File: src/hdl/assert_macros.svh
// assertion helpers
`ifndef ASSERT_MACROS_SVH
`define ASSERT_MACROS_SVH
`define ASSERT_CLK(label, prop, msg) \
    label: assert property (@(posedge clk) disable iff (!rst_n) (prop)) else $error(msg);
// same-cycle implication
`define ASSERT_IMPL(label, ante, cons, msg) \
    label: assert property (@(posedge clk) disable iff (!rst_n) (ante) |-> (cons)) \
        else $error(msg);
// next-cycle implication
`define ASSERT_NEXT(label, ante, cons, msg) \
    label: assert property (@(posedge clk) disable iff (!rst_n) (ante) |=> (cons)) \
        else $error(msg);
`endif

File: src/hdl/i2crd_pkg.sv
package i2crd_pkg;
    typedef enum logic [3:0] {
        PH_IDLE, PH_START, PH_ADDR_W, PH_ACK1, PH_ACK1_NACK, PH_REG, PH_ACK2,
        PH_RSTART, PH_ADDR_R, PH_ACK3, PH_READ, PH_RACK, PH_STOP, PH_STOP_ERR
    } phase_t;

    localparam logic REQ_TICK  = 1'b0;
    localparam logic REQ_START = 1'b1;
    localparam logic [15:0] DELAY_RESET = 16'd2;
    localparam int QDEPTH = 2;

    typedef struct packed {
        logic       req_type;
        logic [6:0] dev_addr;
        logic [7:0] reg_addr;
        logic [7:0] read_len;
        logic       sda_in;
    } in_word_t;

    typedef struct packed {
        logic       scl_out;
        logic       sda_out;
        logic       busy_res;
        logic [7:0] rx_byte;
        logic       byte_valid;
        logic       last_byte;
        logic       done_res;
        logic       nack_error;
    } out_word_t;
endpackage

File: src/hdl/i2crd_queue.sv
module i2crd_queue import i2crd_pkg::*; (
    input  logic     clk,
    input  logic     rst_n,
    input  logic     push,
    input  in_word_t push_data,
    output logic     full,
    input  logic     pop,
    output logic     empty,
    output in_word_t pop_data
);
    in_word_t mem_reg [QDEPTH];
    logic [$clog2(QDEPTH)-1:0] wp_reg, rp_reg;
    logic [$clog2(QDEPTH):0] cnt_reg;

    assign full = cnt_reg == ($clog2(QDEPTH)+1)'(QDEPTH);
    assign empty = cnt_reg == '0;
    assign pop_data = mem_reg[rp_reg];

    always_ff @(posedge clk)
    begin
        if (push && !full)
            mem_reg[wp_reg] <= push_data;
    end

    always_ff @(posedge clk or negedge rst_n)
    begin
        if (!rst_n)
        begin
            wp_reg <= '0;
            rp_reg <= '0;
            cnt_reg <= '0;
        end
        else
        begin
            if (push && !full)
                wp_reg <= wp_reg + 1'b1;
            if (pop && !empty)
                rp_reg <= rp_reg + 1'b1;
            cnt_reg <= cnt_reg + ($clog2(QDEPTH)+1)'(push && !full)
                       - ($clog2(QDEPTH)+1)'(pop && !empty);
        end
    end
endmodule

File: config.mk
export PLATFORM = sky130hd
export DESIGN_NAME = i2crd_queue
export DESIGN_NICKNAME = d
export VERILOG_FILES = /design/src/hdl/assert_macros.svh /design/src/hdl/i2crd_pkg.sv /design/src/hdl/i2crd_queue.sv
export SDC_FILE = /design/constraint.sdc
export NUM_CORES = 1
export LEC_CHECK = 0
export CORE_MARGIN = 2
export CORE_UTILIZATION = 40
export CTS_BUF_LIST = sky130_fd_sc_hd__clkbuf_8
export CTS_CLUSTER_SIZE = 16
export DETAILED_ROUTE_END_ITERATION = 7
export DONT_BUFFER_PORTS = 1
export GPL_ROUTABILITY_DRIVEN = 0
export HOLD_SLACK_MARGIN = 0.02
export SYNTH_ARGS = -nofsm -noshare
export SYNTH_HDL_FRONTEND = slang
export SYNTH_SLANG_ARGS = --single-unit
File: constraint.sdc
create_clock -name clk -period 2.5 [get_ports clk]
set_input_delay 0.5 -clock clk [delete_from_list [all_inputs] [get_ports clk]]
set_output_delay 0.5 -clock clk [all_outputs]
set_load 0.02 [all_outputs]
==> results of run 1 <==
-- how the worst max path moves through the flow --
stage / start / end / slack [ns] / cells past startpoint
detailed placement: cnt_reg[1] / cnt_reg[1] / 0.67 / 7
global route: cnt_reg[1] / cnt_reg[1] / 0.58 / 7
global placement: cnt_reg[1] / cnt_reg[1] / 0.75 / 7
floorplan: cnt_reg[1] / mem_reg[0][0] / 0.43 / 3
CTS: cnt_reg[1] / cnt_reg[1] / 0.65 / 7
finish: cnt_reg[1] / cnt_reg[1] / 0.67 / 7
-- layout by cell type (no fill, tap or decap) --
cell type,instances
nor2_2,1
edfxtp_1,50
mux2_2,6
dfrtp_1,4
buf_4,6
clkbuf_8,5
clkinvlp_4,1
nand2_1,1
nand2b_1,1
dlygate4sd3_1,1
xor2_1,1
mux2_4,19
ha_1,2
and3_1,1
xnor2_1,3
inv_1,4
nor2_1,1
nor2b_2,1
-- per-stage QoR --
stage | hold WS, ns | power [mW]
after floorplan | 0.204 | 2.24
after global placement | 0.205 | 2.32
after detailed placement | 0.205 | 2.36
after CTS | 0.280 | 2.81
after global routing | 0.268 | 2.90
final | 0.293 | 2.75
-- final cells by class --
type                       count  area (um^2)
inverter                       2         7.51
timing repair buffer           7         55.1
clock inverter                 3         15.0
tap                           70         87.6
sequential                    54         1600
clock buffer                   5         68.8
fill                         450         2820
multi-input combinational     37          448
-- worst register-to-register path, cell delays in order, from the launching register on --
cell and delay, ns:
dfrtp_1 0.41, nor2_1 0.41, nor2b_2 0.11, ha_1 0.31, inv_1 0.05, ha_1 0.19
xnor2_1 0.16, xnor2_1 0.14
-- repair_timing --
action,4_1_cts,5_1_grt
hold buffers,1,0
setup buffers,0,0
hold endpoints to repair,4,0
-- logic make-up after synthesis --
logic type	synth area share, %
flip-flops	76.1
multiplexers	16.8
AND/OR/NAND/NOR	1.55
buffers and inverters	2.79
XOR/XNOR	1.66
adder cells (fa/ha/maj)	1.19
-- synthesized netlist by cell type --
cell type,n
mux2_2,6
ha_1,2
and3_1,1
nor2b_2,1
nand2b_1,1
inv_1,2
nand2_1,1
mux2_4,19
buf_6,1
xor2_1,1
buf_12,2
xnor2_1,3
edfxtp_1,50
dfrtp_1,4
nor2_1,2
-- metal layers --
metal,wire (um),track usage (%)
met1,1240,12.3
met2,1610,19.1
met3,226,5.33
met4,24,3.27
met5,0,0
-- report_power, final --
| group | leakage (nW) | total [mW] | switching (mW) | internal (mW) |
|---|---|---|---|---|
| sequential | 0.511 | 1.30 | 0.0631 | 1.24 |
| combinational | 0.272 | 1.00 | 0.602 | 0.401 |
| clock | 0.0467 | 0.447 | 0.256 | 0.190 |
==> results by group, run 1 <==
Clock network
  – Post-CTS Resized: 0
  – CTS sink cnt: 54
  – Worst-Skew Late Latency: 0.29 ns
  – CTS tree: built
  – Clock-pin transition on the worst setup and hold timing paths: 0.09 ns
  – H-tree levels: 2
  – Clk buf depth: 2
  – Total CTS buffers: 5
  – CTS root buffer: clkbuf_8

Worst setup path
  – WP data required: 2.71 ns
  – CP max stage cell: dfrtp_1
  – Max FO, Critical Path: 3
  – CP cell instances: nor2_1, nor2b_2, ha_1, inv_1, ha_1, xnor2_1, xnor2_1
  – Cells on worst reg2reg path: 7
  – Crit Reg-Reg Startpoint: cnt_reg[1]
  – CP bufs+invs: 1
  – Kind of end point of the critical path: flop
  – Worst path arrival time: 2.05 ns
  – CP max stage delay: 0.41 ns
  – CP Class: flop to flop
  – Top Family by Delay on Critical Path: simple AND/OR/NAND/NOR gates
  – Startpoint types: flop
  – Worst r2r dst: cnt_reg[1]
  – Worst reg-to-reg setup slack: 0.67 ns

Global route
  – Largest net degree at the start of global routing: 17
  – Number of global-route vias before repair: 945
  – Global-route wire length before repair: 4.88 mm
  – Initial antenna violation count: 0
  – Total grt overflow: 0
  – Gr usage total: 11.1%

Cells and area
  – Share of cells above drive strength 1: 36.1%
  – Layout area overhead: 8.44%
  – Nets@finish: 138
  – # diodes: 0
  – Final Instance Area: 2280 um^2
  – Max reg flops: 50
  – Util after Layout: 44.7%
  – Fin cells: 178

Run status
  – Status: completed

Drt
  – DRT Pass-1 Iters: 4
  – Post-Route WL: 3.10 mm
  – Vias post-DR: 831
  – Vias per cell: 4.67
  – Avg WL per Cell: 17.4 um
  – Drt drc: 0
  – DR iter-0 viols: 59
  – Post-route ant nets: 0

STA
  – Final Skew: 0.00760 ns
  – Total count of max-transition violations in the final report: 0
  – Measured slew at the worst slew-check pin: 0.482 ns
  – Fin worst setup slack: 0.668 ns
  – Fin crit period: 1.83 ns
  – Fin crit share: 73.3%
  – Worst relative slew slack: 67.7%
  – RSZ-0062 raised after global routing: false
  – Fin Setup TNS: 0 ns
  – Fin. Hold Viols: 0
  – FMAX: 0.546 GHz
  – Final setup vio count: 0

Floorplan
  – Initial Util: 41.2%
  – Die ar.: 5860 um^2
  – Die H: 76.6 um
  – Die W: 76.6 um
  – Io pins: 56
  – # rows: 26
  – Core area: 5110 um^2

Synth
  – Cell Area, Synth: 2110 um^2
  – Post-Syn Instances: 96
  – Sequential area share after synthesis: 76.1%
  – Syn. warnings: 0
  – Library cells used by synthesis: 15
  – Seq cells post-synth: 54
  – Syn_area_per_cell: 21.9 um^2
  – Synth area leaders: edfxtp_1, mux2_4, dfrtp_1
  – Yosys top cell area share: 71.3%
  – Net Count, Synth: 127
  – Post-synth top area cell: edfxtp_1

Place
  – Placed insts: 169
  – IO buf count: 0
  – Cell Area, Placed: 2190 um^2
  – Dpl hpwl: 2.22 mm
  – Pre-CTS setup slack: 0.673 ns

Hold path
  – Worst hold stages: 0
  – Hold WC Path Type: primary input to flop
  – HP Start: push_data[24]
  – Hold Path Sink: mem_reg[0][24]

Power and ir drop
  – Pwr dens: 1210 nW/um^2
  – P_leak: 0.830 nW
  – VDD IR max: 0.498 mV

Run
  – Max-cap violation count: 0
No activity file was read; power rests on OpenSTA's default activity.
==> inputs of run 2 (changes only) <==
clock period = 1.9 ns   (was 2.5 ns; I/O delays follow)
==> results by group, run 2 (synthesized netlist as in run 1, its figures left out) <==
Run status
  – Status: completed

Cells and area
  – Max reg flops: 50 (unchanged)
  – # diodes: 0 (unchanged)
  – Share of cells above drive strength 1: 37.6% (+1.5 points)
  – Most frequent cells in the layout: edfxtp_1, mux2_4, mux2_2, buf_4, clkbuf_8
  – Most common cell after layout, fill and taps aside: edfxtp_1
  – Nets@finish: 139 (+0.72%)
  – Final Instance Area: 2350 um^2 (+3.0%)
  – Layout area overhead: 11.7%

Worst setup path
  – Worst reg-to-reg setup slack: 0.25 ns (-0.42 ns)
  – Kind of end point of the critical path: output port
  – Startpoint types: flop
  – Critical Path End: pop_data[12]
  – CP Class: flop to output port
  – Cells on worst reg2reg path: 7 (unchanged)
  – Worst path arrival time: 1.35 ns (-0.70 ns)
  – Critical Path Source: rp_reg
  – WP data required: 1.52 ns (-1.19 ns)
  – Worst r2r dst: cnt_reg[1]
  – Max FO, Critical Path: 10 (+7)
  – Crit Reg-Reg Startpoint: cnt_reg[1]

Power and ir drop
  – Pwr dens: 1680 nW/um^2 (+40%)
  – VDD IR max: 0.736 mV (+48%)
  – P_leak: 0.858 nW (+3.5%)

Clock network
  – Total CTS buffers: 5 (unchanged)
  – Clock-pin transition on the worst setup and hold timing paths: 0.09 ns (about the same)
  – CTS sink cnt: 54 (unchanged)
  – CTS root buffer: clkbuf_8
  – Clk buf depth: 2 (unchanged)
  – Worst-Skew Late Latency: 0.29 ns (about the same)
  – H-tree levels: 2 (unchanged)
  – CTS tree: built
  – Post-CTS Setup Repair Bufs: 0 (unchanged)

Drt
  – DR iter-0 viols: 33 (-44%)
  – Post-route ant nets: 0 (unchanged)
  – Avg WL per Cell: 17.3 um (-0.62%)
  – Post-Route WL: 3.10 mm (about the same)
  – DRT Pass-1 Iters: 4 (unchanged)
  – Drt drc: 0 (unchanged)
  – Vias post-DR: 866 (+4.2%)
  – Vias per cell: 4.84 (+3.6%)

Hold path
  – Hold WC Path Type: primary input to flop

Floorplan
  – Io pins: 56 (unchanged)
  – Initial Util: 41.2% (unchanged)
  – Die ar.: 5860 um^2 (unchanged)
  – Die W: 76.6 um (unchanged)
  – # rows: 26 (unchanged)
  – Die H: 76.6 um (unchanged)
  – Core area: 5110 um^2 (unchanged)

STA
  – Final Skew: 0.00531 ns (-0.00230 ns)
  – Fin Hold WS: 0.175 ns (-0.118 ns)
  – Measured slew at the worst slew-check pin: 0.281 ns (-0.201 ns)
  – FMAX: 0.578 GHz
  – Worst relative slew slack: 81.2% (+13 points)
  – Fin. Hold Viols: 0 (unchanged)
  – RSZ-0062 raised after global routing: false
  – Final setup vio count: 0 (unchanged)
  – Fin crit share: 91.1%
  – Total count of max-transition violations in the final report: 0 (unchanged)
  – Fin crit period: 1.73 ns
  – Fin Setup TNS: 0 ns (unchanged)

Place
  – Dpl hpwl: 2.19 mm (-1.1%)
  – Cell Area, Placed: 2210 um^2 (+0.91%)
  – IO buf count: 0 (unchanged)

Global route
  – Gr usage total: 11.2% (+0.031 points)
  – Largest net degree at the start of global routing: 17 (unchanged)
  – Initial antenna violation count: 0 (unchanged)
  – Global-route wire length before repair: 4.82 mm (-1.1%)
  – Total grt overflow: 0 (unchanged)
  – Number of global-route vias before repair: 932 (-1.4%)

Run
  – Max-cap violation count: 0 (unchanged)
run 2: cell count changes in the layout (fill, tap and decap cells not counted):
cell,previous run,this run
buf_12,0,1
bufinv_16,0,2
clkinv_1,0,1
clkinvlp_4,1,0
inv_1,4,2
run 2: layout make-up:
cell class / instances / area, um^2
Timing Repair Buffer: 8 / 75.1
Clock inverter: 3 / 63.8
Inverter: 2 / 7.51
Clock buffer: 5 / 68.8
Multi-Input combinational cell: 37 / 448
Sequential cell: 54 / 1600
Tap cell: 70 / 87.6
Fill cell: 454 / 2760
run 2: where the power goes:
group	switching (mW)	internal, mW
combinational	0.816	0.566
clock	0.330	0.521
sequential	0.0927	1.63
total	1.24	2.72
run 2: routing by layer:
layer	global-route usage (%)	vias to the layer above	routed length [um]
met3	5.33	6	249
li1	-	386	-
met2	19.8	37	1670
met1	11.3	437	1130
met4	4.36	0	48
met5	0	-	0
run 2: timing repair:
| action | 4_1_cts | 5_1_grt |
|---|---|---|
| hold buffers | 1 | 0 |
| gates resized for setup | 0 | 0 |
| hold endpoints to repair | 4 | 0 |
run 2: critical path: stages, from the launching register on:
cell and delay, ns:
dfrtp_1 0.40, buf_4 0.23, mux2_2 0.42
run 2: stage by stage:
step	util (%)	worst slack, ns	total power [mW]	instances
5_1_grt	46.1	0.101	4.14	179
3_5_place_dp	43.3	0.267	3.16	170
4_1_cts	46.1	0.151	4.03	179
2_1_floorplan	-	0.201	2.95	96
3_3_place_gp	43.3	0.441	3.11	170
6_report	46.1	0.170	3.96	179
run 2: worst min-delay path by stage:
stage	from	endpoint	slack (ns)	cells past startpoint
5_1_grt	push_data[6]	mem_reg[1][6]	0.15	0
2_1_floorplan	rst_n	cnt_reg[0]	0.08	0
3_3_place_gp	rst_n	cnt_reg[0]	0.08	0
4_1_cts	push_data[6]	mem_reg[1][6]	0.16	0
6_report	push_data[11]	mem_reg[0][11]	0.18	0
3_5_place_dp	rst_n	cnt_reg[1]	0.08	0
==> inputs of run 3 (changes only) <==
CORE_UTILIZATION = 62   (was 40)
PLACE_DENSITY = 0.78   (was not set)
==> results by group, run 3 (synthesized netlist as in run 1, its figures left out) <==
Run status
  – Status: completed

Cells and area
  – Most common cell after layout, fill and taps aside: edfxtp_1
  – Layout area overhead: 7.72%
  – Most frequent cells in the layout: edfxtp_1, mux2_4, mux2_2
  – Nets@finish: 138 (-0.72%)
  – # diodes: 0 (unchanged)
  – Max reg flops: 50 (unchanged)
  – Share of cells above drive strength 1: 38.0% (+0.35 points)

STA
  – Final Skew: 0.00511 ns (-0.000196 ns)
  – Fin Setup TNS: 0 ns (unchanged)
  – Fin crit period: 1.75 ns (+0.0173 ns)
  – RSZ-0062 raised after global routing: false
  – Total count of max-transition violations in the final report: 0 (unchanged)
  – Fin. Hold Viols: 0 (unchanged)
  – FMAX: 0.572 GHz (-0.99%)
  – Fin crit share: 92.0% (+0.91 points)
  – Final setup vio count: 0 (unchanged)
  – Measured slew at the worst slew-check pin: 0.237 ns (-0.0444 ns)
  – Worst relative slew slack: 84.2% (+3.0 points)

Power and ir drop
  – Pwr dens: 1610 nW/um^2 (-4.3%)
  – P_leak: 0.828 nW (-3.5%)
  – Design Power: 3.65 mW (-7.7%)
  – VDD IR max: 0.939 mV (+28%)

Global route
  – Number of global-route vias before repair: 957 (+2.7%)
  – Initial antenna violation count: 0 (unchanged)
  – Global-route wire length before repair: 4.74 mm (-1.7%)
  – Largest net degree at the start of global routing: 20 (+3)
  – Total grt overflow: 0 (unchanged)
  – Gr usage total: 16.8% (+5.7 points)

Clock network
  – CTS sink cnt: 54 (unchanged)
  – CTS tree: built
  – H-tree levels: 2 (unchanged)
  – Clock-pin transition on the worst setup and hold timing paths: 0.09 ns (about the same)
  – Total CTS buffers: 5 (unchanged)
  – Worst-Skew Late Latency: 0.30 ns (about the same)
  – Post-CTS Setup Repair Bufs: 0 (unchanged)
  – Clk buf depth: 2 (unchanged)
  – CTS root buffer: clkbuf_8

Hold path
  – HP Start: push_data[23]
  – Hold WC Path Type: primary input to flop

Place
  – Dpl hpwl: 2.08 mm (-5.0%)
  – IO buf count: 0 (unchanged)

Floorplan
  – Initial Util: 63.6% (+22 points)
  – Die ar.: 3880 um^2 (-34%)
  – Die W: 62.3 um (-19%)
  – # rows: 21 (-19%)
  – Io pins: 56 (unchanged)
  – Core area: 3310 um^2 (-35%)
  – Die H: 62.3 um (-19%)

Drt
  – Post-Route WL: 2.90 mm (-6.2%)
  – Drt drc: 0 (unchanged)
  – DR iter-0 viols: 38 (+15%)
  – Vias per cell: 5.40 (+12%)
  – Vias post-DR: 831 (-4.0%)
  – Post-route ant nets: 0 (unchanged)
  – Avg WL per Cell: 18.9 um (+9.0%)
  – DRT Pass-1 Iters: 4 (unchanged)

Worst setup path
  – CP max stage delay: 0.49 ns (+0.07 ns)
  – Critical Path Source: rp_reg
  – WP data required: 1.52 ns (about the same)
  – CP cell instances: buf_12, mux2_4
  – Crit Reg-Reg Startpoint: cnt_reg[1]
  – CP bufs+invs: 1 (unchanged)
  – Startpoint types: flop
  – Max FO, Critical Path: 19 (+9)
  – Worst path arrival time: 1.37 ns (+0.02 ns)
  – CP max stage cell: dfrtp_2
  – Top Family by Delay on Critical Path: flip-flops
  – CP Class: flop to output port
  – Kind of end point of the critical path: output port

Run
  – Max-cap violation count: 0 (unchanged)
## run 3: cell count changes in the layout (fill, tap and decap cells not counted)
cell / change
buf_4: -1
bufinv_16: -2
clkinv_2: +1
clkinvlp_4: +1
dfrtp_1: -1
dfrtp_2: +1
## run 3: per-layer routing
metal	vias up	part of all wire [%]	GRT usage (%)
li1	384	-	-
met1	402	34	16.8
met2	37	54	28.9
met3	8	9.8	8.70
met4	0	2.1	8.06
met5	-	0	0
## run 3: area by class of cell
cell class                      instances  area (um^2)
Clock inverter                          3         16.3
Inverter                                2         7.51
Tap cell                               46         57.6
Multi-Input combinational cell         37          448
Clock buffer                            5         68.8
Fill cell                             228         1040
Sequential cell                        54         1600
Timing Repair Buffer                    7         67.6
## run 3: power by group
part	switching (mW)	internal, mW
combinational	0.755	0.551
sequential	0.122	1.64
clock	0.336	0.252
total	1.21	2.44
## run 3: worst register-to-register path, delay by kind of cell, from the launching register on
| family | cells | cell delay, ns |
|---|---|---|
| fa+ha+maj | 2 | 0.45 |
| flops | 1 | 0.41 |
| xor+xnor | 2 | 0.31 |
| simple gates | 2 | 0.30 |
| buf+inv | 1 | 0.04 |
## run 3: worst paths after layout
check,to,slack (ns),depth (start not counted)
worst max-delay path,pop_data[21],0.15,2
worst min register to register,cnt_reg[1],0.53,1
worst max register to register,cnt_reg[1],0.31,7
worst min-delay path,mem_reg[0][23],0.17,0
min in group asynchronous,cnt_reg[0],0.35,1
max in group asynchronous,rp_reg,1.36,1
## run 3: metrics by stage
step | worst slack [ns] | hold WS [ns] | std cells | cell area [um^2] | util [%]
after CTS | 0.0271 | 0.160 | 154 | 2270 | 68.5
after global routing | 0.0834 | 0.144 | 154 | 2270 | 68.5
after global placement | 0.394 | 0.0845 | 145 | 2170 | 65.6
final | 0.153 | 0.166 | 154 | 2270 | 68.5
after detailed placement | 0.362 | 0.0845 | 145 | 2170 | 65.6
after floorplan | 0.201 | 0.0844 | 96 | 2110 | -
## run 3: what timing repair did
action | in CTS | in global routing
endpoints found under the setup margin | 0 | 19
hold buffers | 1 | 0
hold endpoints to repair | 4 | 0
gates resized for setup | 0 | 1
