<file path="config.mk">
export PLATFORM = sky130hd
export DESIGN_NAME = i2crd_seq
export DESIGN_NICKNAME = d
export VERILOG_FILES = /design/src/hdl/i2crd_pkg.sv /design/src/hdl/i2crd_seq.sv
export VERILOG_INCLUDE_DIRS = /design/src /design/src/hdl
export SDC_FILE = /design/constraint.sdc
export NUM_CORES = 1
export LEC_CHECK = 0
export ABC_AREA = 1
export BUFFER_PORTS_ARGS = -buffer_cell sky130_fd_sc_hd__buf_4
export CAP_MARGIN = 20
export CELL_PAD_IN_SITES_DETAIL_PLACEMENT = 2
export CELL_PAD_IN_SITES_GLOBAL_PLACEMENT = 2
export CORE_ASPECT_RATIO = 1.5
export CORE_MARGIN = 2
export CORE_UTILIZATION = 35
export DETAILED_ROUTE_END_ITERATION = 10
export GPL_ROUTABILITY_DRIVEN = 0
export PLACE_DENSITY_LB_ADDON = 0.1
export RECOVER_POWER = 50
export SYNTH_ARGS = -nofsm -noshare
export SYNTH_HDL_FRONTEND = slang
export SYNTH_SLANG_ARGS = --single-unit
</file>
<file path="constraint.sdc">
create_clock -name clk -period 9.3 [get_ports clk]
set_input_delay 1.395 -clock clk [delete_from_list [all_inputs] [get_ports clk]]
set_output_delay 1.395 -clock clk [all_outputs]
set_load 0.03 [all_outputs]
</file>
<file path="src/hdl/assert_macros.svh">
// assertion helpers
`ifndef ASSERT_MACROS_SVH
`define ASSERT_MACROS_SVH
`define ASSERT_CLK(label, prop, msg) \
    label: assert property (@(posedge clk) disable iff (!rst_n) (prop)) else $error(msg);
// same-cycle implication
`define ASSERT_IMPL(label, ante, cons, msg) \
    label: assert property (@(posedge clk) disable iff (!rst_n) (ante) |-> (cons)) \
        else $error(msg);
// next-cycle implication
`define ASSERT_NEXT(label, ante, cons, msg) \
    label: assert property (@(posedge clk) disable iff (!rst_n) (ante) |=> (cons)) \
        else $error(msg);
`endif

</file>
<file path="src/hdl/i2crd_pkg.sv">
package i2crd_pkg;
    typedef enum logic [3:0] {
        PH_IDLE, PH_START, PH_ADDR_W, PH_ACK1, PH_ACK1_NACK, PH_REG, PH_ACK2,
        PH_RSTART, PH_ADDR_R, PH_ACK3, PH_READ, PH_RACK, PH_STOP, PH_STOP_ERR
    } phase_t;

    localparam logic REQ_TICK  = 1'b0;
    localparam logic REQ_START = 1'b1;
    localparam logic [15:0] DELAY_RESET = 16'd2;
    localparam int QDEPTH = 2;

    typedef struct packed {
        logic       req_type;
        logic [6:0] dev_addr;
        logic [7:0] reg_addr;
        logic [7:0] read_len;
        logic       sda_in;
    } in_word_t;

    typedef struct packed {
        logic       scl_out;
        logic       sda_out;
        logic       busy_res;
        logic [7:0] rx_byte;
        logic       byte_valid;
        logic       last_byte;
        logic       done_res;
        logic       nack_error;
    } out_word_t;
endpackage

</file>
<file path="src/hdl/i2crd_seq.sv">
module i2crd_seq import i2crd_pkg::*; (
    input  logic        clk,
    input  logic        rst_n,
    input  logic [15:0] delay_ticks,
    input  logic        go,
    input  in_word_t    word,
    output out_word_t   res
);
    phase_t phase_reg, phase_next;
    logic [2:0] step_reg, step_next;
    logic [3:0] bit_reg, bit_next;
    logic [7:0] sh_reg, sh_next, left_reg, left_next;
    logic [15:0] wait_reg, wait_next, wnext, lim;
    logic [6:0] dev_reg, dev_next;
    logic [7:0] ra_reg, ra_next;
    logic scl_reg, scl_next, sda_reg, sda_next;
    logic [3:0] bc1;

    assign lim = (delay_ticks == '0) ? 16'd1 : delay_ticks;
    assign wnext = wait_reg + 16'd1;
    assign bc1 = bit_reg + 4'd1;

    // line drive follows the state after an update
    always_comb
    begin
        scl_next = 1'b1;
        sda_next = 1'b1;
        unique case (phase_next)
            PH_START, PH_RSTART: sda_next = step_next == 3'd0;
            PH_ADDR_W, PH_REG, PH_ADDR_R:
            begin
                scl_next = step_next == 3'd1;
                sda_next = (step_next == 3'd2 && bit_next == 4'd7) ? 1'b1 : sh_next[7];
            end
            PH_ACK1, PH_ACK1_NACK, PH_ACK2, PH_ACK3, PH_READ:
                scl_next = step_next == 3'd0;
            PH_RACK:
            begin
                scl_next = step_next == 3'd1;
                sda_next = !(left_next > 8'd1);
            end
            PH_STOP, PH_STOP_ERR:
            begin
                scl_next = step_next != 3'd0;
                sda_next = step_next != 3'd0;
            end
            default: ;
        endcase
    end

    always_comb
    begin
        phase_next = phase_reg; step_next = step_reg; bit_next = bit_reg;
        sh_next = sh_reg; left_next = left_reg; wait_next = wait_reg;
        dev_next = dev_reg; ra_next = ra_reg;
        res = '0;
        res.scl_out = scl_reg;
        res.sda_out = sda_reg;
        if (go && word.req_type == REQ_START)
        begin
            if (phase_reg == PH_IDLE)
            begin
                dev_next = word.dev_addr; ra_next = word.reg_addr;
                left_next = word.read_len; phase_next = PH_START;
                step_next = '0; bit_next = '0; sh_next = '0; wait_next = '0;
            end
        end
        else if (go && phase_reg != PH_IDLE)
        begin
            wait_next = wnext;
            if (wnext >= lim || wnext == '0)
            begin
                wait_next = '0;
                unique case (phase_reg)
                    PH_START, PH_RSTART:
                        if (step_reg == 3'd0) step_next = 3'd1;
                        else
                        begin
                            phase_next = (phase_reg == PH_START) ? PH_ADDR_W : PH_ADDR_R;
                            step_next = '0; bit_next = '0;
                            sh_next = {dev_reg, phase_reg == PH_RSTART};
                        end
                    PH_ADDR_W, PH_REG, PH_ADDR_R:
                        if (step_reg < 3'd2) step_next = step_reg + 3'd1;
                        else
                        begin
                            sh_next = {sh_reg[6:0], 1'b0};
                            bit_next = bc1;
                            step_next = '0;
                            if (bc1 >= 4'd8)
                            begin
                                bit_next = '0;
                                phase_next = (phase_reg == PH_ADDR_W) ? PH_ACK1 :
                                             (phase_reg == PH_REG) ? PH_ACK2 : PH_ACK3;
                            end
                        end
                    PH_ACK1:
                        if (step_reg == 3'd0)
                        begin
                            step_next = 3'd1;
                            if (word.sda_in) phase_next = PH_ACK1_NACK;
                        end
                        else
                        begin
                            phase_next = PH_REG; step_next = '0; bit_next = '0;
                            sh_next = ra_reg;
                        end
                    PH_ACK1_NACK:
                    begin
                        phase_next = PH_STOP_ERR; step_next = '0;
                    end
                    PH_ACK2:
                        if (step_reg == 3'd0) step_next = 3'd1;
                        else
                        begin
                            phase_next = PH_RSTART; step_next = '0;
                        end
                    PH_ACK3:
                        if (step_reg == 3'd0) step_next = 3'd1;
                        else if (left_reg == '0)
                        begin
                            phase_next = PH_STOP; step_next = '0;
                        end
                        else
                        begin
                            phase_next = PH_READ; step_next = '0; bit_next = '0;
                            sh_next = '0;
                        end
                    PH_READ:
                        if (step_reg == 3'd0)
                        begin
                            sh_next = {sh_reg[6:0], word.sda_in};
                            bit_next = bc1;
                            if (bc1 >= 4'd8)
                            begin
                                res.rx_byte = sh_next;
                                res.byte_valid = 1'b1;
                                res.last_byte = left_reg == 8'd1;
                            end
                            step_next = 3'd1;
                        end
                        else if (bit_reg >= 4'd8)
                        begin
                            phase_next = PH_RACK; step_next = '0;
                        end
                        else step_next = '0;
                    PH_RACK:
                        if (step_reg < 3'd2) step_next = step_reg + 3'd1;
                        else
                        begin
                            left_next = left_reg - 8'd1;
                            step_next = '0;
                            if (left_next == '0) phase_next = PH_STOP;
                            else
                            begin
                                phase_next = PH_READ; bit_next = '0; sh_next = '0;
                            end
                        end
                    PH_STOP, PH_STOP_ERR:
                        if (step_reg == 3'd0) step_next = 3'd1;
                        else
                        begin
                            res.done_res = 1'b1;
                            res.nack_error = phase_reg == PH_STOP_ERR;
                            phase_next = PH_IDLE; step_next = '0; bit_next = '0;
                        end
                    default:
                    begin
                        phase_next = PH_IDLE; step_next = '0;
                    end
                endcase
            end
        end
        res.busy_res = phase_next != PH_IDLE;
    end

    always_ff @(posedge clk or negedge rst_n)
    begin
        if (!rst_n)
        begin
            phase_reg <= PH_IDLE; step_reg <= '0; bit_reg <= '0; sh_reg <= '0;
            left_reg <= '0; wait_reg <= '0; dev_reg <= '0; ra_reg <= '0;
            scl_reg <= 1'b1; sda_reg <= 1'b1;
        end
        else if (go)
        begin
            phase_reg <= phase_next; step_reg <= step_next; bit_reg <= bit_next;
            sh_reg <= sh_next; left_reg <= left_next; wait_reg <= wait_next;
            dev_reg <= dev_next; ra_reg <= ra_next;
            scl_reg <= scl_next; sda_reg <= sda_next;
        end
    end

    `include "assert_macros.svh"
    `ASSERT_IMPL(a_idle_released, phase_reg == PH_IDLE, scl_reg && sda_reg, "idle drives line")
    `ASSERT_NEXT(a_done_idle, go && res.done_res, phase_reg == PH_IDLE, "done not idle")
    `ASSERT_CLK(a_err_done, !res.nack_error || res.done_res, "error without done")
endmodule

</file>
==> results.sh, run 1 <==
export IMPL_synth_net_count=856
export IMPL_insertedDiodeCount=0
export IMPL_placed_cell_area_sq_um=5644
export IMPL_place_inst=1024
export IMPL_synthToLayoutAreaGrowth_pct=18.38
export IMPL_core_area_sq_um=14060
export IMPL_power_share_clock_pct=27.6
export IMPL_postRouteAntennaNets=0
export IMPL_cts_sinks=60
export IMPL_cts_hold_buffers=0
export IMPL_min_path_type="flop to flop"
export IMPL_power_total_uw=1342
export IMPL_synth_warnings=0
export IMPL_largest_reg_flops=16
export IMPL_pwr_share_seq_pct=29.3
export IMPL_finalSetupViolations=0
export IMPL_htree_levels=3
export IMPL_p_per_area_nw_per_um2=225.3
export IMPL_synth_area_leaders="dfrtp_1 29%, nand2_1 17%, inv_1 8.7%"
export IMPL_drt_first_pass_iters=4
export IMPL_crit_chain="buf_4, nor4_1, nand3_1, o41ai_1, ha_1, inv_1, a21oi_1, o21ai_0, nand2_1, nand2_1, nand2_1, nand2_1, a21oi_1, nand2_2, nand2_1, nor2_1, inv_1, nor3_1, inv_1, nor3_1, buf_4"
export IMPL_grt_pass1_vias=6358
export IMPL_slew_headroom_pct=-132.7
export IMPL_clk_latency_ns=0.34
export IMPL_route_detailed_vias_per_inst=5.396
export IMPL_dieArea_sq_um=15370
export IMPL_fin_worst_skew_ns=0.009885
export IMPL_path_buf_inv=5
export IMPL_grt_first_pass_wirelength_mm=32.49
export IMPL_ys_async_sr_fraction_pct=100.0
export IMPL_synth_area_per_cell_sq_um=6.391
export IMPL_yosysTopAreaCellShare_pct=28.86
export IMPL_violations="capacitance limit, slew limit"
export IMPL_final_layout_size_suffix_gt1_share_pct=12.26
export IMPL_status="complete, but fails checks"
export IMPL_utilization_pct=42.35
export IMPL_cts_tree="done"
export IMPL_max_stage_delay_ns=0.38
export IMPL_nNetsFinal=912
export IMPL_grt_overflow_total=0
export IMPL_post_cts_resize_count=0
export IMPL_drt_iter0_markers=125
export IMPL_cts_clk_slew_worst_paths_ns=0.06
export IMPL_synthDistinctLibCells=41
export IMPL_cp_max_fo=22
export IMPL_post_cts_buffers=0
export IMPL_max_freq_ghz=0.1626
export IMPL_worst_pin_slew_ns=3.491
export IMPL_cp_top_family="simple AND/OR/NAND/NOR gates"
export IMPL_ys_ff_latch=60
export IMPL_drt_wirelength_per_cell_um=19.70
export IMPL_critical_path_class="input port to output port"
export IMPL_io_pins=59
export IMPL_path_common_cell="nand2_1"
export IMPL_fin_setup_tns_ns=0
export IMPL_cts_path_max_buffers=2
export IMPL_slew_viol_final=61
export IMPL_ir_drop_v=0.00008519
export IMPL_cpMaxStageDelayCell="nand2_2"
export IMPL_grtUsageTotal_pct=27.86
export IMPL_dieWidth_um=101.9
export IMPL_cts_root_buf="clkbuf_16"
export IMPL_min_period_over_period_pct=66.12
export IMPL_antenna_found_initial=0
export IMPL_p_sw_uw=602.1
export IMPL_port_buffers=58
export IMPL_numCtsBuffers=9
export IMPL_worstPathArrival_ns=4.75
export IMPL_yosysSeqAreaShare_pct=29.90
export IMPL_final_area_sq_um=5954
export IMPL_stdcell_count=1040
export IMPL_max_cap_viol_count=1
export IMPL_rsz0062_at_grt="no"
export IMPL_min_period_ns=6.149
export IMPL_rows=53
export IMPL_leakage_uw=0.003067
export IMPL_cp_required_ns=7.91
export IMPL_vias=5612
export IMPL_critPathCaptureType="output port"
export IMPL_synthFlopType="dfrtp_1"
export IMPL_syn_inst=787
export IMPL_share_comb_of_total_power_pct=43.1
export IMPL_synth_edf_count=0
export IMPL_yosys_area_top_type="dfrtp_1"
export IMPL_die_height_um=150.8
export IMPL_dp_hpwl_mm=15.92
export IMPL_initial_utilization_pct=35.78
export IMPL_routed_wl_mm=20.49
export IMPL_swShare_pct=44.88
export IMPL_netlist_area_sq_um=5030
export IMPL_hold_violations=0
export IMPL_startpoint_type="input port"
export IMPL_grt_max_degree=61
export IMPL_p_int_uw=739.7
export IMPL_drc=0
[logic make-up after synthesis]
| kind of cell | count (synthesis) | synth area share (%) |
|---|---|---|
| AOI/OAI and AO/OA | 122 | 14.40 |
| DFF | 60 | 29.90 |
| xor gates and xnor gates | 11 | 1.915 |
| buffers and inverters | 143 | 11.14 |
| adders and majority gates | 25 | 6.219 |
| and+or+nand+nor | 426 | 36.42 |
[tightest hold or removal path, delay by kind of cell, from the launching register on]
family / cells / cell delay (ns)
flops: 1 / 0.34
simple gates: 2 / 0.11
[routing by layer]
layer  track usage, %  vias up  part of all wire [%]
met4            12.87        0                   4.4
met2            57.40       86                    60
met5                0        -                     0
li1                 -     2670                     -
met1            26.36     2813                    34
met3            2.861       43                   1.5
[metrics by stage]
stage | setup slack, ns | hold WS [ns]
floorplan | 3.375 | 0.4492
global placement | 3.393 | 0.4634
detailed placement | 3.115 | 0.4745
CTS | 3.095 | 0.4902
global route | 2.743 | 0.5281
finish | 3.151 | 0.4848
[cell type report]
type                            count  area, sq um
Inverter                          127        476.7
Clock inverter                      7        100.1
Timing Repair Buffer               61        442.9
Fill cell                        1757         8104
Clock buffer                        9        225.2
Sequential cell                    60         1504
Multi-Input combinational cell    584         2965
Tap cell                          192        240.2
[Yosys cell counts (all sizes together), types with 2 or more instances]
| cell | instances |
|---|---|
| a21oi | 30 |
| dfrtp | 58 |
| xor2 | 10 |
| a22oi | 9 |
| nand3b | 3 |
| a21boi | 2 |
| o22ai | 15 |
| ha | 25 |
| nand2 | 235 |
| nand3 | 70 |
| nand4 | 14 |
| o2111ai | 3 |
| nor2 | 86 |
| inv | 125 |
| clkbuf | 10 |
| o21ai | 48 |
| dfstp | 2 |
| nor4 | 3 |
| a22o | 3 |
| o21a | 2 |
| a32o | 3 |
| o211ai | 4 |
| buf | 6 |
| clkinv | 2 |
| nor3 | 15 |
[cells in the final DEF (no fill, tap or decap), types with 3 or more instances in the layout]
cell type     n
xor2_1       10
o21ai_0      39
dfrtp_1      58
nand3_1      66
nor2_1       79
clkbuf_16     9
nand2_1     229
nand3_2       4
nor3_1       13
o211ai_1      4
a32o_1        3
nand2_2       6
nor4_1        3
o21ai_1       9
clkbuf_1      4
nand3b_1      3
inv_2         9
a21oi_1      30
o22ai_1      15
a22o_1        3
ha_1         25
buf_4        57
nor2_2        5
clkinvlp_4    3
inv_1       116
nand4_1      14
a22oi_1       9
[power by group through the flow]
stage               Clock, uW  Sequential, uW  Combinational (uW)
global placement            0             393                 539
floorplan                   0             373                 396
global route              387             401                 651
detailed placement          0             397                 571
finish                    370             393                 579
CTS                       376             393                 587
[final timing paths]
| check | from | to | slack [ns] | cells past startpoint |
|---|---|---|---|---|
| setup / recovery | delay_ticks[12] | res[2] | 3.15 | 21 |
| hold / removal | ra_reg[1] | ra_reg[1] | 0.48 | 2 |
| setup reg to reg | wait_reg[0] | sda_reg | 4.60 | 26 |
| hold reg to reg | ra_reg[1] | ra_reg[1] | 0.48 | 2 |
| max in group asynchronous | rst_n | sh_reg[7] | 5.10 | 1 |
| min in group asynchronous | rst_n | wait_reg[10] | 2.23 | 1 |
(Power assumes the default switching activity.)
==> inputs of run 2 (changes only) <==
--- a/config.mk
+++ b/config.mk
@@ -13,7 +13,7 @@
 export CELL_PAD_IN_SITES_GLOBAL_PLACEMENT = 2
 export CORE_ASPECT_RATIO = 1.5
 export CORE_MARGIN = 2
-export CORE_UTILIZATION = 35
+export CORE_UTILIZATION = 32
 export DETAILED_ROUTE_END_ITERATION = 10
 export GPL_ROUTABILITY_DRIVEN = 0
 export PLACE_DENSITY_LB_ADDON = 0.1
==> constraint.sdc (replaced) <==
create_clock -name clk -period 5.82 [get_ports clk]
set_input_delay 0.873 -clock clk [delete_from_list [all_inputs] [get_ports clk]]
set_output_delay 0.873 -clock clk [all_outputs]
set_load 0.03 [all_outputs]
==> results.sh, run 2 (same netlist as run 1, synthesis figures left out) <==
export IMPL_status="complete, but fails checks"
export IMPL_violations="capacitance limit, slew limit"
export IMPL_whs_endpoint="dev_reg[6]"
export IMPL_worstHoldPathCells=2
export IMPL_cpMaxStageDelayCell="dfrtp_1"
export IMPL_cts_sinks=60
export IMPL_min_period_over_period_pct=86.56
export IMPL_drc=0
export IMPL_place_inst=1037
export IMPL_cts_hold_buffers=0
export IMPL_hold_violations=0
export IMPL_io_pins=59
export IMPL_routed_wl_mm=20.28
export IMPL_startpoint_type="flop"
export IMPL_rows=56
export IMPL_power_share_clock_pct=26.4
export IMPL_drt_first_pass_iters=4
export IMPL_vias=5592
export IMPL_reg2reg_depth=25
export IMPL_numCtsBuffers=9
export IMPL_pwr_share_seq_pct=29.8
export IMPL_route_detailed_vias_per_inst=5.311
export IMPL_min_path_type="flop to flop"
export IMPL_drt_wirelength_per_cell_um=19.26
export IMPL_critical_path_class="flop to output port"
export IMPL_grt_pass1_vias=6403
export IMPL_slew_headroom_pct=-130.4
export IMPL_n_fill_cell=1969
export IMPL_min_period_ns=5.038
export IMPL_pre_cts_slack_ns=1.106
export IMPL_grt_first_pass_wirelength_mm=32.54
export IMPL_max_freq_ghz=0.1985
export IMPL_max_stage_delay_ns=0.47
export IMPL_fin_setup_tns_ns=0
export IMPL_core_area_sq_um=15480
export IMPL_die_height_um=157.6
export IMPL_post_cts_resize_count=0
export IMPL_crit_chain="ha_1, nand2_1, nor2_1, nand4_1, nand2_1, inv_1, ha_1, nand3_1, nor2_1, nand2_1, nand2_1, a21oi_1, nand2_2, nand2_1, nor2_1, inv_1, nor3_1, inv_1, nor3_1, buf_4"
export IMPL_cts_root_buf="clkbuf_16"
export IMPL_swShare_pct=45.86
export IMPL_cts_tree="done"
export IMPL_drt_iter0_markers=150
export IMPL_stdcell_count=1053
export IMPL_path_common_cell="nand2_1"
export IMPL_p_per_area_nw_per_um2=352.9
export IMPL_cts_clk_slew_worst_paths_ns=0.06
export IMPL_dp_hpwl_mm=16.18
export IMPL_grtUsageTotal_pct=25.16
export IMPL_layout_setup_ws_ns=0.7825
export IMPL_final_cell_mix="229 x nand2_1, 116 x inv_1, 79 x nor2_1, 66 x nand3_1"
export IMPL_utilization_pct=38.45
export IMPL_dieArea_sq_um=16760
export IMPL_post_cts_buffers=0
export IMPL_grt_max_degree=61
export IMPL_rrSetupSlack_ns=1.46
export IMPL_largest_reg_flops=16
export IMPL_nNetsFinal=914
export IMPL_rsz0062_at_grt="no"
export IMPL_layout_commonest_cell="nand2_1"
export IMPL_synthToLayoutAreaGrowth_pct=18.38
export IMPL_min_from="dev_reg[6]"
export IMPL_insertedDiodeCount=0
export IMPL_cp_max_fo=7
export IMPL_p_int_uw=1138
export IMPL_leakage_uw=0.003075
export IMPL_htree_levels=3
export IMPL_r2r_start="wait_reg[0]"
export IMPL_ir_drop_v=0.0001477
export IMPL_p_sw_uw=963.8
export IMPL_cts_path_max_buffers=2
export IMPL_finalSetupViolations=0
export IMPL_clk_latency_ns=0.34
export IMPL_share_comb_of_total_power_pct=43.8
export IMPL_fin_worst_skew_ns=0.01031
export IMPL_initial_utilization_pct=32.48
export IMPL_dieWidth_um=106.4
export IMPL_antenna_found_initial=0
export IMPL_final_layout_size_suffix_gt1_share_pct=12.35
export IMPL_max_cap_viol_count=1
export IMPL_cp_required_ns=4.95
export IMPL_slew_viol_final=61
export IMPL_worstPathArrival_ns=4.16
export IMPL_critPathCaptureType="output port"
export IMPL_grt_overflow_total=0
export IMPL_worst_pin_slew_ns=3.456
export IMPL_postRouteAntennaNets=0
export IMPL_port_buffers=58
export IMPL_timing_rr_end="sda_reg"
[run 2: power groups by stage]
stage	clock (uW)	combinational, uW	sequential, uW
2_1_floorplan	0	633	596
3_3_place_gp	0	875	626
3_5_place_dp	0	920	631
4_1_cts	567	934	626
5_1_grt	582	1040	643
6_report	555	920	627
[run 2: how the worst max path moves through the flow]
stage	start	endpoint	slack, ns	depth (start not counted)
after CTS	wait_reg[0]	res[2]	0.76	20
after global placement	delay_ticks[12]	res[2]	1.23	21
after floorplan	delay_ticks[12]	res[2]	0.94	14
after global routing	wait_reg[0]	res[2]	0.36	20
final	wait_reg[0]	res[2]	0.78	20
after detailed placement	delay_ticks[12]	res[2]	1.11	21
[run 2: critical path: cells and delay by family (launching register included)]
kind | cells | cell delay, ns
flip-flops | 1 | 0.47
adder cells (fa/ha/maj) | 2 | 0.54
AO/OA/AOI/OAI | 1 | 0.07
buffers and inverters | 4 | 0.64
AND/OR/NAND/NOR | 13 | 2.11
[run 2: final cells by class]
| cell class | count | area, sq um | area share (%) |
|---|---|---|---|
| repair buffers | 63 | 454.2 | 7.628 |
| clock buffers | 9 | 225.2 | 3.782 |
| well taps | 203 | 254.0 | 4.266 |
| flip-flops and latches | 60 | 1504 | 25.26 |
| clock inverters | 7 | 75.07 | 1.261 |
| inverters | 127 | 476.7 | 8.006 |
| multi-input cells | 584 | 2965 | 49.80 |
[run 2: per-stage QoR]
| step | power, uW | cell area [sq um] | hold WS, ns |
|---|---|---|---|
| CTS | 2127 | 5973 | 0.4844 |
| floorplan | 1229 | 5030 | 0.4492 |
| finish | 2102 | 5954 | 0.4797 |
| global route | 2262 | 5954 | 0.5101 |
| global placement | 1501 | 5673 | 0.4636 |
| detailed placement | 1551 | 5673 | 0.4669 |
[run 2: metal layers]
metal	GRT usage (%)	share of wire [%]	vias up
met5	0	0	-
met4	14.29	5.6	0
met3	3.230	2.1	61
met2	50.40	57	106
met1	24.07	36	2749
li1	-	-	2676
==> inputs of run 3 (changes only) <==
--- a/config.mk
+++ b/config.mk
@@ -6,18 +6,17 @@
 export SDC_FILE = /design/constraint.sdc
 export NUM_CORES = 1
 export LEC_CHECK = 0
-export ABC_AREA = 1
 export BUFFER_PORTS_ARGS = -buffer_cell sky130_fd_sc_hd__buf_4
 export CAP_MARGIN = 20
 export CELL_PAD_IN_SITES_DETAIL_PLACEMENT = 2
 export CELL_PAD_IN_SITES_GLOBAL_PLACEMENT = 2
 export CORE_ASPECT_RATIO = 1.5
 export CORE_MARGIN = 2
-export CORE_UTILIZATION = 32
+export CORE_UTILIZATION = 35
 export DETAILED_ROUTE_END_ITERATION = 10
 export GPL_ROUTABILITY_DRIVEN = 0
 export PLACE_DENSITY_LB_ADDON = 0.1
-export RECOVER_POWER = 50
+export RECOVER_POWER = 100
 export SYNTH_ARGS = -nofsm -noshare
 export SYNTH_HDL_FRONTEND = slang
 export SYNTH_SLANG_ARGS = --single-unit
==> results.sh, run 3 <==
export IMPL_drt_first_pass_iters=4
export IMPL_cts_path_max_buffers=2
export IMPL_cp_required_ns=4.95
export IMPL_yosysSeqAreaShare_pct=30.50
export IMPL_die_height_um=149.4
export IMPL_cts_sinks=60
export IMPL_setup_worst_path_start="wait_reg[3]"
export IMPL_grtUsageTotal_pct=26.42
export IMPL_leakage_uw=0.002572
export IMPL_min_from="dev_reg[4]"
export IMPL_min_path_type="flop to flop"
export IMPL_vias=5094
export IMPL_hold_violations=0
export IMPL_insertedDiodeCount=0
export IMPL_cts_root_buf="clkbuf_16"
export IMPL_largest_reg_flops=16
export IMPL_cp_max_fo=15
export IMPL_p_per_area_nw_per_um2=292.2
export IMPL_routed_wl_mm=19.13
export IMPL_max_stage_delay_ns=0.50
export IMPL_worstPathArrival_ns=4.61
export IMPL_rrSetupSlack_ns=0.83
export IMPL_dp_hpwl_mm=14.65
export IMPL_startpoint_type="flop"
export IMPL_clk_latency_ns=0.33
export IMPL_dieWidth_um=100.9
export IMPL_violations="capacitance limit, slew limit"
export IMPL_whs_endpoint="dev_reg[4]"
export IMPL_postRouteAntennaNets=0
export IMPL_synth_area_leaders="dfrtp_1 29%, nand2_1 7.9%, ha_1 6.3%"
export IMPL_grt_overflow_total=0
export IMPL_min_period_ns=5.480
export IMPL_cpMaxStageDelayCell="dfrtp_1"
export IMPL_synth_area_per_cell_sq_um=7.729
export IMPL_htree_levels=3
export IMPL_max_freq_ghz=0.1825
export IMPL_hold_slack_ns=0.4862
export IMPL_slew_viol_final=61
export IMPL_synthToLayoutAreaGrowth_pct=17.38
export IMPL_rows=53
export IMPL_netlist_top_cells_count="104 x nand2_1, 58 x dfrtp_1, 51 x nor2_1, 39 x a21oi_1, 35 x o21ai_0"
export IMPL_ys_ff_latch=60
export IMPL_final_cell_mix="104 x nand2_1, 65 x buf_4, 58 x dfrtp_1, 51 x nor2_1, 38 x a21oi_1"
export IMPL_status="complete, but fails checks"
export IMPL_layout_commonest_cell="nand2_1"
export IMPL_grt_max_degree=61
export IMPL_r2r_start="wait_reg[3]"
export IMPL_netlist_area_sq_um=4931
export IMPL_synth_most_common_cell="nand2_1"
export IMPL_finalSetupViolations=0
export IMPL_cp_top_family="simple AND/OR/NAND/NOR gates"
export IMPL_synthFlopType="dfrtp_1"
export IMPL_nNetsFinal=744
export IMPL_port_buffers=58
export IMPL_antenna_found_initial=0
export IMPL_synth_warnings=0
export IMPL_crit_chain="and4_2, nand2_1, xnor2_1, ha_1, a22o_1, o41a_1, o21ai_0, o211a_1, buf_4, or4_1, and2_1, clkinv_4, nor3_1, nand2b_1, buf_4"
export IMPL_synth_net_count=707
export IMPL_final_layout_size_suffix_gt1_share_pct=13.99
export IMPL_place_inst=829
export IMPL_dieArea_sq_um=15070
export IMPL_drt_iter0_markers=193
export IMPL_ir_drop_v=0.0001227
export IMPL_cts_tree="done"
export IMPL_reg2reg_depth=16
export IMPL_numCtsBuffers=9
export IMPL_drt_wirelength_per_cell_um=22.66
export IMPL_critPathCaptureType="output port"
export IMPL_fin_setup_tns_ns=0
export IMPL_max_cap_viol_count=1
export IMPL_timing_rr_end="sda_reg"
export IMPL_worstHoldPathCells=2
export IMPL_io_pins=59
export IMPL_core_area_sq_um=13930
export IMPL_synth_edf_count=0
export IMPL_initial_utilization_pct=35.41
export IMPL_min_period_over_period_pct=94.16
export IMPL_path_buf_inv=3
export IMPL_ys_async_sr_fraction_pct=100.0
export IMPL_path_common_cell="buf_4"
export IMPL_cts_clk_slew_worst_paths_ns=0.06
export IMPL_stdcell_count=844
export IMPL_critical_path_class="flop to output port"
export IMPL_drc=0
export IMPL_synthDistinctLibCells=74
export IMPL_grt_first_pass_wirelength_mm=30.62
export IMPL_yosys_area_top_type="dfrtp_1"
export IMPL_slew_headroom_pct=-130.7
export IMPL_fin_worst_skew_ns=0.006296
export IMPL_grt_pass1_vias=5667
export IMPL_syn_inst=638
export IMPL_yosysTopAreaCellShare_pct=29.43
export IMPL_worst_pin_slew_ns=3.460
export IMPL_route_detailed_vias_per_inst=6.036
==> run 3: cell count changes after synthesis, moves of 9 or more <==
cell / delta
nor2_1: -28
nand2_1: -125
o22ai_1: -10
inv_2: -9
a32o_1: +11
and2_1: +14
a211oi_1: +9
nand3_1: -44
xnor2_1: +12
clkbuf_1: +20
inv_1: -83
a21oi_1: +9
o21ai_1: -9
==> run 3: worst max-delay path by stage <==
stage	endpoint	slack, ns	cells after the start
6_report	res[12]	0.34	15
5_1_grt	res[12]	-0.01	15
4_1_cts	res[12]	0.17	14
3_5_place_dp	res[12]	0.34	15
3_3_place_gp	res[12]	0.57	15
2_1_floorplan	res[2]	1.44	12
==> run 3: timing repair <==
| action | in CTS | in global routing |
|---|---|---|
| setup buffers | 0 | 0 |
| hold buffers | 0 | 0 |
| setup endpoints to repair | 0 | 1 |
| gates resized for setup | 0 | 2 |
==> run 3: cells by family after synthesis <==
| logic type | share of synthesized area (%) |
|---|---|
| fa+ha+maj | 6.750 |
| compound gates | 24.13 |
| buf+inv | 6.749 |
| mux | 1.269 |
| flops | 30.50 |
| simple gates | 27.40 |
| xor+xnor | 3.197 |
==> run 3: report_power, final <==
| group | internal, uW | total [uW] | switching [uW] |
|---|---|---|---|
| clock | 409 | 619 | 210 |
| sequential | 471 | 556 | 85.2 |
| combinational | 192 | 516 | 324 |
| total | 1070 | 1690 | 619 |
==> run 3: worst reg2reg max path: stages (launching register included) <==
cell and delay (ns):
dfrtp_1 0.50, and4_2 0.39, nand2_1 0.17, xnor2_1 0.33
ha_1 0.31, a22o_1 0.25, o41a_1 0.34, o21ai_0 0.35
o211ai_1 0.39, buf_4 0.28, mux2i_1 0.13, nand3_1 0.17
buf_4 0.20, nand4b_1 0.21, nor4b_2 0.28, or4b_1 0.53
o211ai_2 0.10
==> run 3: per-layer routing <==
layer / up-vias / part of all wire (%) / GRT usage (%)
met5: - / 0 / 0
met4: 0 / 4.1 / 12.03
met3: 44 / 2.2 / 2.952
met2: 95 / 55 / 49.47
met1: 2570 / 38 / 29.28
li1: 2385 / - / -
==> run 3: final cells by class <==
class / instances / area [sq um]
Fill cell: 1643 / 8138
Multi-Input combinational cell: 499 / 3099
Sequential cell: 60 / 1504
Timing Repair Buffer: 70 / 506.7
Clock buffer: 12 / 266.5
Tap cell: 165 / 206.4
Inverter: 35 / 136.4
Clock inverter: 3 / 68.82
==> run 3: through the flow <==
step | setup slack [ns] | power [uW] | util (%) | area (sq um)
3_5_place_dp | 0.3352 | 1082 | 39.25 | 5466
3_3_place_gp | 0.5696 | 1058 | 39.25 | 5466
5_1_grt | -0.01197 | 1786 | 41.56 | 5788
4_1_cts | 0.1746 | 1709 | 41.66 | 5802
6_report | 0.3396 | 1691 | 41.56 | 5788
2_1_floorplan | 1.444 | 892.4 | - | 4931
